$ cat src/rtl/small_matrix_alu_unit_assert.svh
// assertion macros for the small matrix alu unit
// needs clk_i and rst_ni in the including module's scope
`ifndef SMALL_MATRIX_ALU_UNIT_ASSERT_SVH
`define SMALL_MATRIX_ALU_UNIT_ASSERT_SVH

// checked only out of reset
`define SMA_ASSERT(lbl, prop, msg) \
  lbl: assert property (@(posedge clk_i) disable iff (!rst_ni) prop) else $error(msg);

// checked on every edge, reset included
`define SMA_ASSERT_ALWAYS(lbl, prop, msg) \
  lbl: assert property (@(posedge clk_i) prop) else $error(msg);

`endif

$ cat src/rtl/sma_ram.sv
// generic single-clock ram, one write port and one registered read port
// no dependencies
module sma_ram #(
  parameter int Width = 32,
  parameter int Depth = 50,
  localparam int AddrWidth = (Depth > 1) ? $clog2(Depth) : 1
) (
  input  logic                 clk_i,
  input  logic                 we_i,
  input  logic [AddrWidth-1:0] waddr_i,
  input  logic [Width-1:0]     wdata_i,
  input  logic [AddrWidth-1:0] raddr_i,
  output logic [Width-1:0]     rdata_o
);

  logic [Width-1:0] mem_q [Depth];

  always_ff @(posedge clk_i) begin
    if (we_i) begin
      mem_q[waddr_i] <= wdata_i;
    end
    rdata_o <= mem_q[raddr_i];
  end

endmodule

$ cat config.mk
export PLATFORM = sky130hd
export DESIGN_NAME = sma_ram
export DESIGN_NICKNAME = d
export VERILOG_FILES = /design/src/rtl/small_matrix_alu_unit_assert.svh /design/src/rtl/sma_ram.sv
export SDC_FILE = /design/constraint.sdc
export NUM_CORES = 1
export LEC_CHECK = 0
export BUFFER_PORTS_ARGS = -buffer_cell sky130_fd_sc_hd__clkbuf_2
export CAP_MARGIN = 20
export CORE_UTILIZATION = 25
export CTS_CLUSTER_SIZE = 24
export DETAILED_ROUTE_END_ITERATION = 10
export PLACE_DENSITY = 0.4
export SYNTH_ARGS = -nofsm -noshare
export SYNTH_HDL_FRONTEND = slang
export SYNTH_SLANG_ARGS = --single-unit
$ cat constraint.sdc
create_clock -name clk_i -period 7.35 [get_ports clk_i]
set_input_delay 0.3675 -clock clk_i [delete_from_list [all_inputs] [get_ports clk_i]]
set_output_delay 0.3675 -clock clk_i [all_outputs]
set_load 0.02 [all_outputs]
# Word level (Yosys, flattened, before mapping)
# Memory sizes are Yosys's and may differ from the RTL's. A register that Yosys moved wholly into a read port is not among the register bits.
# Index checks and enable logic that the tools add are counted.
# totals
mem_bits_ro	0
input_bits	46
memories	1
wordCells	3
output_inout_bits	32
register_bits	0
ram_bits	1600
latchBits	0
# mem_list
memory	depth	width	rd	rd_clocked_by_memory_dff	wr	line_no	rtl
mem_q	50	32	1	1	1	sma_ram.sv:16	logic [Width-1:0] mem_q [Depth];
# classes
add_sub_neg	0
n_lt_le_gt_ge	0
n_reduce_logical	0
n_div	0
n_eq_ne	0
n_mux	2
multipliers	0
bitwise_logic	0
n_shift	0
# op_table
operator	count
$mux W1	2

# Longest topological paths before layout
# Gate-level depths: netlist of the first run.
# logic_depth
word_depth	2
ltp_mapped	9
ltp_nobuf	5

# Least setup slack after synthesis of the first run
# OpenSTA, ideal clock, no wires.
# synth_path
kind	input -> register
startpoint	input waddr_i[0]
endpoint	memory mem_q[16][0], enable pin
arrival_time_ns	3.118
setup_time_ns	0.461
path_buffers	1
path_stages	4
slack_ns	3.771
t_required_ns	6.889
path_cell_list	clkbuf_1 -> nor3b_1 -> nand2_1 -> nor3_1
# synth_lines
element	line_no	rtl
from (decl)	sma_ram.sv:10	input logic [AddrWidth-1:0] waddr_i,
to (decl)	sma_ram.sv:16	
# No word-level cell before the write port.

==> results of run 1 <==
==> final timing paths <==
check | start | end | slack [ps] | depth (start not counted)
setup reg to reg | mem_q[47][22] | rdata_o[22] | 5430 | 4
setup / recovery | raddr_i[0] | rdata_o[22] | 4720 | 6
hold reg to reg | mem_q[49][27] | rdata_o[27] | 630 | 3
hold / removal | wdata_i[21] | mem_q[43][21] | 60 | 1
==> cell usage after synthesis, types with 12 or more instances <==
| cell | count | area [µm²] |
|---|---|---|
| o2111ai_1 | 12 | 105 |
| a22oi_1 | 100 | 751 |
| mux2i_1 | 164 | 1640 |
| a21o_1 | 12 | 90.1 |
| a21oi_1 | 32 | 160 |
| nand2_1 | 55 | 206 |
| buf_2 | 26 | 130 |
| mux4_2 | 340 | 7660 |
| a221oi_1 | 12 | 105 |
| o21ai_1 | 12 | 60.1 |
| nor2_1 | 64 | 240 |
| mux2_2 | 12 | 135 |
| edfxtp_1 | 1600 | 48000 |
| a211o_1 | 20 | 175 |
| o211ai_1 | 20 | 150 |
| buf_4 | 19 | 143 |
| clkbuf_1 | 79 | 297 |
| o221ai_1 | 32 | 280 |
| a221o_1 | 24 | 240 |
| dfxtp_1 | 32 | 641 |
| buf_6 | 20 | 225 |
==> layout make-up <==
class	count	area [µm²]	area share, %
tap	3220	4030	5.58
clock buffer	238	4920	6.81
antenna	5	12.5	0.0173
sequential	1632	48700	67.4
timing repair buffer	171	1300	1.79
clock inverter	81	681	0.942
multi-input combinational	943	12600	17.5
inverter	1	3.75	0.00519
==> sequential cells by signal, summed over array words and instances, names as in the netlist <==
register  count
mem_q      1600
rdata_o      32
==> routing by layer <==
layer | share of wire (%) | wire length [µm] | up-vias
li1 | - | - | 12076
met1 | 43 | 81500 | 16251
met2 | 50 | 93100 | 765
met3 | 4.8 | 8990 | 234
met4 | 2.3 | 4280 | 4
met5 | 0.013 | 25 | -
==> worst max-delay path: cells and delay by family <==
kind | cells | cell delay (ps)
multiplexers | 1 | 620
buffers and inverters | 2 | 1140
AO/OA/AOI/OAI | 3 | 930
==> power breakdown <==
| part | total [µW] | switching, µW | internal, µW |
|---|---|---|---|
| sequential | 10400 | 54.6 | 10300 |
| combinational | 939 | 616 | 322 |
| clock | 8660 | 3690 | 4970 |
| total | 20000 | 4360 | 15600 |
==> through the flow <==
stage               cells  area [µm²]  util, %  total power, µW
floorplan            2733       61800        -            11000
global placement     5957       66500     27.1            11500
detailed placement   5957       66500     27.1            11500
CTS                  6276       72100     29.3            20200
global route         6287       72300     29.4            20600
finish               6291       72300     29.4            20000
==> timing repair <==
item                      CTS  global route
buffers inserted            0             0
hold endpoints to repair    0            18
hold buffers                0             4
resized for setup           0             0
==> cells by family after synthesis <==
family,count (synthesis)
DFF,1632
muxes,516
AOI/OAI and AO/OA,276
buffers and inverters,158
and+or+nand+nor,151
==> cell usage in the layout, fill, tap and decap left out, types with 24 or more instances in the layout <==
cell type and count:
a21oi_1 32, a221o_1 24, a22oi_1 100, buf_4 77
clkbuf_1 39, clkbuf_16 181, clkbuf_2 73, clkinv_1 27
clkinv_2 25, dfxtp_1 32, edfxtp_1 1600, mux2i_1 164
mux4_2 340, nand2_1 53, nor2_4 49, o221ai_1 32
==> key figures, run 1 <==
Outcome
  • Run status: completed

Die
  • DIE AREA: between 200000 and 250000 µm²
  • Placeable core area: 246000 µm²
  • Core Rows: between 150 and 200
  • DIE HEIGHT: 499 µm
  • Ports: a little under 80
  • Die W: 499 µm
  • Starting Density: 25.1%

Global route
  • Routing usage on met2: between 20% and 30%
  • First-pass GRT wire length: 259 mm
  • Pin count of the biggest net entering global routing: between 90 and 100
  • Initial antenna violation count: 10
  • Vias in the first global route: 30855
  • Busiest layer in global routing: met2
  • Overall global routing resource usage: about 15%
  • Met3 Usage GRT: 2.65%
  • Grt met1 use: 19.8%
  • GR Overflow Total: 0

STA
  • Setup TNS Final: 0 ps
  • Crit path time final: between 2000 and 3000 ps
  • Hold WS: around 63 ps
  • Final Cycle Share: 35.8%
  • Max-slew violation count: 0
  • Hold Fails Final Rpt: 0
  • Slew margin rel.: between 20 and 30%
  • Setup WS post-layout: 4720 ps
  • RSZ-0062 raised after global routing: no
  • Clk_skew: 19.0 ps
  • F_max: 380 MHz
  • Slew @ Worst Pin: about 1100 ps
  • # setup viols final: 0

Placed design
  • Place WS: 3900 ps
  • HPWL after detailed placement: 101 mm
  • Final GP Congestion: a little over 0.7
  • IO buf count: slightly below 80

Detailed routing
  • DRT antenna net count: 0
  • Vias: around 29000
  • Post-route DRC: 0
  • First-pass iteration count of the detailed router: 5
  • Wire length per cell: 29.9 µm
  • DRT iter0 DRCs: 2577
  • Detailed-route wire length: between 150 and 200 mm
  • Via/cell ratio: 4.66

Clock tree
  • Clock Latency Late Sink: a little over 800 ps
  • Clk root buf: clkbuf_16
  • CTS tree: built
  • CTS Buf Count: about 180
  • H-tree depth: 4
  • Reg clk slew, reported paths: around 60 ps
  • Clock Path Buffers: 3
  • # clock sinks: 1632

Setup path
  • Slowest stage delay, CP: around 700 ps
  • CP endpoint kind: flop
  • Kind of critical path: input pin to flop
  • Startpoint Class: input pin
  • Crit path required time: 8030 ps
  • CP Cell Sequence: buf_8 > buf_12 > mux4_2 > a221oi_1 > a21o_1 > a21oi_1
  • WP data arrival: ~3300 ps
  • Worst-path maximum fanout: 88
  • Slowest cell on the critical path: a221oi_1

Synth
  • Ys Warns: 0
  • Mapped cell area: 61800 µm²
  • Synth Area in Adders: 0%
  • Seq/Total Area, Yosys: 78.8%
  • Mapped Cells: around 2700
  • Number of distinct library cells after synthesis: 35
  • Multiplexer area fraction after synthesis: roughly 15%
  • Syn Area/Cell: 22.6 µm²
  • Largest family of logic cells by synthesized area: multiplexers
  • Main flop type after synthesis: edfxtp_1
  • Syn_nets: ~2800
  • Post-synthesis async set-or-reset flop share: 0%
  • Synth Area in XOR/XNOR: 0%
  • Post-synth EDFFs: 1600
  • Synth Area in Compound Gates: roughly 3.4%
  • Post-Synth Simple-Gate Area: ~1.0%
  • Synth Register Bits: approximately 1600

Finish
  • # fillers: approximately 24000
  • Synthesis-to-finish area growth: 17.0%
  • Nets: 2972
  • Ratio of cells with drive above 1 in the final layout: between 20 and 30%

Hold path
  • Worst hold path class: input pin to flop

Flow run
  • MaxCap Viol Count: 0

Power
  • Leak pwr: between 0.02 and 0.025 µW
  • Pwr Density: 276 nW/µm²
  • Peak supply drop: around 0.00025 V
No activity file was read; power rests on OpenSTA's default activity.
==> run 2, diff against run 1 <==
Settings changed: ABC_AREA from default to 1.
Clock period 7.35 ns to 2.8 ns, I/O delays scaled along.
==> run 2 against run 1 <==
Compared with the run above: worst setup slack got worse by 4000 ps; flip-flop and latch count unchanged; wire length increased by 22%; highest routed layer unchanged; clock power increased to 2.7 times the previous value; count of clock-buffer cells in the layout increased by 6; via count increased by 44%; synthesized cell count increased by 98%; power increased to 2.7 times the previous value; non-clock buffer count increased by 170; largest cell class unchanged; core utilization increased by 0.64 points; critical endpoint is now mem_q[3][29]; critical path depth increased by 1.
==> key figures, run 2 <==
Outcome
  • Run status: completed

STA
  • Setup TNS Final: 0 ps (unchanged)
  • # setup viols final: 0 (unchanged)
  • Hold Fails Final Rpt: 0 (unchanged)
  • F_max: 486 MHz
  • Crit path time final: 2060 ps
  • Clk_skew: 41.9 ps (+22.8 ps)
  • Max-slew violation count: 0 (unchanged)
  • Final Cycle Share: 73.4%
  • Hold WS: 11.4 ps (-51.6 ps)
  • RSZ-0062 raised after global routing: no
  • Slew margin rel.: 25.3% (-2.9 points)
  • Slew @ Worst Pin: 1120 ps (+43.8 ps)

Die
  • Ports: 78 (unchanged)
  • DIE HEIGHT: 512 µm (+2.7%)
  • Placeable core area: 258000 µm² (+4.9%)
  • DIE AREA: 262000 µm² (+5.4%)
  • Die W: 512 µm (+2.7%)
  • Starting Density: 25.2% (+0.11 points)
  • Core Rows: 186 (+2.2%)

Power
  • Net Sw Frac: 23.3% (+1.5 points)
  • Peak supply drop: 0.000668 V (+170%)
  • Clock power share: 43.3% (about the same)
  • Switch Pwr: 12600 µW (+190%)
  • Share of power burned in registers: 50.3% (-1.6 points)
  • Comb power frac: 6.4% (+1.7 points)
  • Pwr Density: 698 nW/µm² (+150%)
  • Internal power: 41500 µW (+170%)
  • Leak pwr: 0.0268 µW (+20%)

Detailed routing
  • Detailed-route wire length: 229 mm (+22%)
  • First-pass iteration count of the detailed router: 7 (+2)
  • Wire length per cell: 25.1 µm (-16%)
  • DRT iter0 DRCs: 3359 (+30%)
  • Via/cell ratio: 4.64 (-0.51%)
  • DRT antenna net count: 0 (unchanged)
  • Post-route DRC: 0 (unchanged)
  • Vias: 42308 (+44%)

Flow run
  • MaxCap Viol Count: 0 (unchanged)

Synth
  • Top-count cell post-synth: nand2_1
  • Synth area leaders: edfxtp_1 74%, nand2_1 9.3%, nand3_1 8.2%
  • Ys Warns: 0 (unchanged)
  • Top cell type's share of synthesized area: 73.8% (-4.0 points)
  • Syn Area/Cell: 12.0 µm² (-47%)
  • Synth Register Bits: 1632 (unchanged)
  • Synth cell count leaders: 1604 x nand2_1, 1600 x edfxtp_1, 1068 x nand3_1
  • Post-synth top area cell: edfxtp_1
  • Number of distinct library cells after synthesis: 21 (-40%)
  • Syn_nets: 5453 (+96%)
  • Mapped cell area: 65100 µm² (+5.4%)
  • Mapped Cells: 5407 (+98%)
  • Post-synthesis async set-or-reset flop share: 0% (unchanged)
  • Seq/Total Area, Yosys: 74.8% (-4.0 points)
  • Post-synth EDFFs: 1600 (unchanged)
  • Main flop type after synthesis: edfxtp_1

Global route
  • First-pass GRT wire length: 323 mm (+25%)
  • Pin count of the biggest net entering global routing: 92 (-6.1%)
  • Vias in the first global route: 41295 (+34%)
  • Overall global routing resource usage: 17.2% (+2.1 points)
  • GR Overflow Total: 0 (unchanged)
  • Initial antenna violation count: 18 (+8)

Finish
  • Multi-input logic area: 14900 µm² (+18%)
  • Commonest non-fill, non-tap cells in the layout: 1604 x nand2_1, 1600 x edfxtp_1, 1068 x nand3_1
  • Nets: 5627 (+89%)
  • Synthesis-to-finish area growth: 19.1%
  • Largest Register: mem_q
  • Most common cell after layout, fill and taps aside: nand2_1
  • Top Registers: mem_q x1600, rdata_o x32
  • Sequential Area: 48700 µm² (unchanged)
  • Ratio of cells with drive above 1 in the final layout: 11.0% (-16 points)
  • # fillers: 26136 (+10%)
  • Max reg flops: 1600 (unchanged)

Clock tree
  • Clock Path Buffers: 3 (unchanged)
  • Clock Latency Late Sink: 840 ps (+20 ps)
  • # clock sinks: 1632 (unchanged)
  • Resized cells post-CTS: 0 (unchanged)
  • Post-CTS Setup Bufs: 0 (unchanged)
  • Clk root buf: clkbuf_16
  • Post-CTS Hold Buffers: 13 (+13)
  • CTS tree: built
  • Reg clk slew, reported paths: 60 ps (about the same)
  • H-tree depth: 4 (unchanged)
  • CTS Buf Count: 178 (+0.56%)

Setup path
  • Slowest stage delay, CP: 630 ps (-80 ps)
  • WP data arrival: 2550 ps (-750 ps)
  • Startpoint Class: input pin
  • Worst path bufs/invs: 4 (+2)
  • Crit path required time: 3290 ps (-4740 ps)
  • CP Cell Sequence: dlygate4sd3_1 > clkbuf_2 > inv_1 > nor3_1 > nand2_1 > nor2_4 > buf_12
  • Worst-path maximum fanout: 26 (-70%)
  • CP delay by family, top: buffers and inverters
  • Slowest cell on the critical path: dlygate4sd3_1
  • Kind of critical path: input pin to flop
  • CP endpoint kind: flop

Placed design
  • IO buf count: 77 (unchanged)
  • Final GP Congestion: 0.768 (+8.4%)
  • HPWL after detailed placement: 128 mm (+27%)

Hold path
  • Worst hold path class: input pin to flop
[run 2: changes by cell type in the layout (fill, tap and decap cells not counted), sizes merged, moves of 32 or more]
| cell | delta |
|---|---|
| a21oi | +32 |
| a22oi | -100 |
| buf | +155 |
| mux2i | -164 |
| mux4 | -340 |
| nand2 | +1549 |
| nand3 | +1064 |
| nor2 | +368 |
| o21ai | +186 |
| o221ai | -32 |
[run 2: cell families after synthesis]
group	Yosys count	synth area share, %
simple gates	3114	20.0
compound gates	288	2.33
flops	1632	74.8
buf+inv	373	2.83
[run 2: final timing paths]
path,start,slack [ps],depth (start not counted),endpoint
setup reg to reg,mem_q[17][30],940,8,rdata_o[30]
hold reg to reg,mem_q[48][21],630,4,rdata_o[21]
setup / recovery,waddr_i[0],740,7,mem_q[3][29]
hold / removal,wdata_i[27],10,1,mem_q[13][27]
[run 2: area by class of cell]
class / count / area share [%]
clock inverter: 84 / 1.05
multi-input combinational: 3402 / 19.3
antenna: 8 / 0.0258
timing repair buffer: 341 / 4.84
tap: 3384 / 5.46
clock buffer: 244 / 6.36
inverter: 26 / 0.168
sequential: 1632 / 62.8
[run 2: per-layer routing]
metal / global-route usage [%] / share of wire (%) / up-vias
met5: 0 / 0.012 / -
met4: 5.76 / 3.1 / 4
met3: 2.01 / 3.8 / 300
met2: 29.5 / 50 / 917
met1: 22.4 / 44 / 21623
li1: - / - / 19464
[run 2: power groups by stage]
stage	Combinational, µW	Sequential, µW	Clock, µW
final	3450	27200	23400
after global routing	3780	27200	24800
after CTS	3490	27200	24000
after detailed placement	3460	27700	0
after global placement	3460	27700	0
after floorplan	1690	27700	0
[run 2: metrics by stage]
stage	cell area, µm²	setup slack (ps)	power [µW]	cells	utilization, %
after global placement	71400	254	31200	8758	27.7
final	77500	744	54100	9121	30.1
after global routing	77500	713	55800	9114	30.0
after floorplan	65100	29.5	29400	5407	-
after CTS	77300	577	54700	9100	30.0
after detailed placement	71400	273	31200	8759	27.7
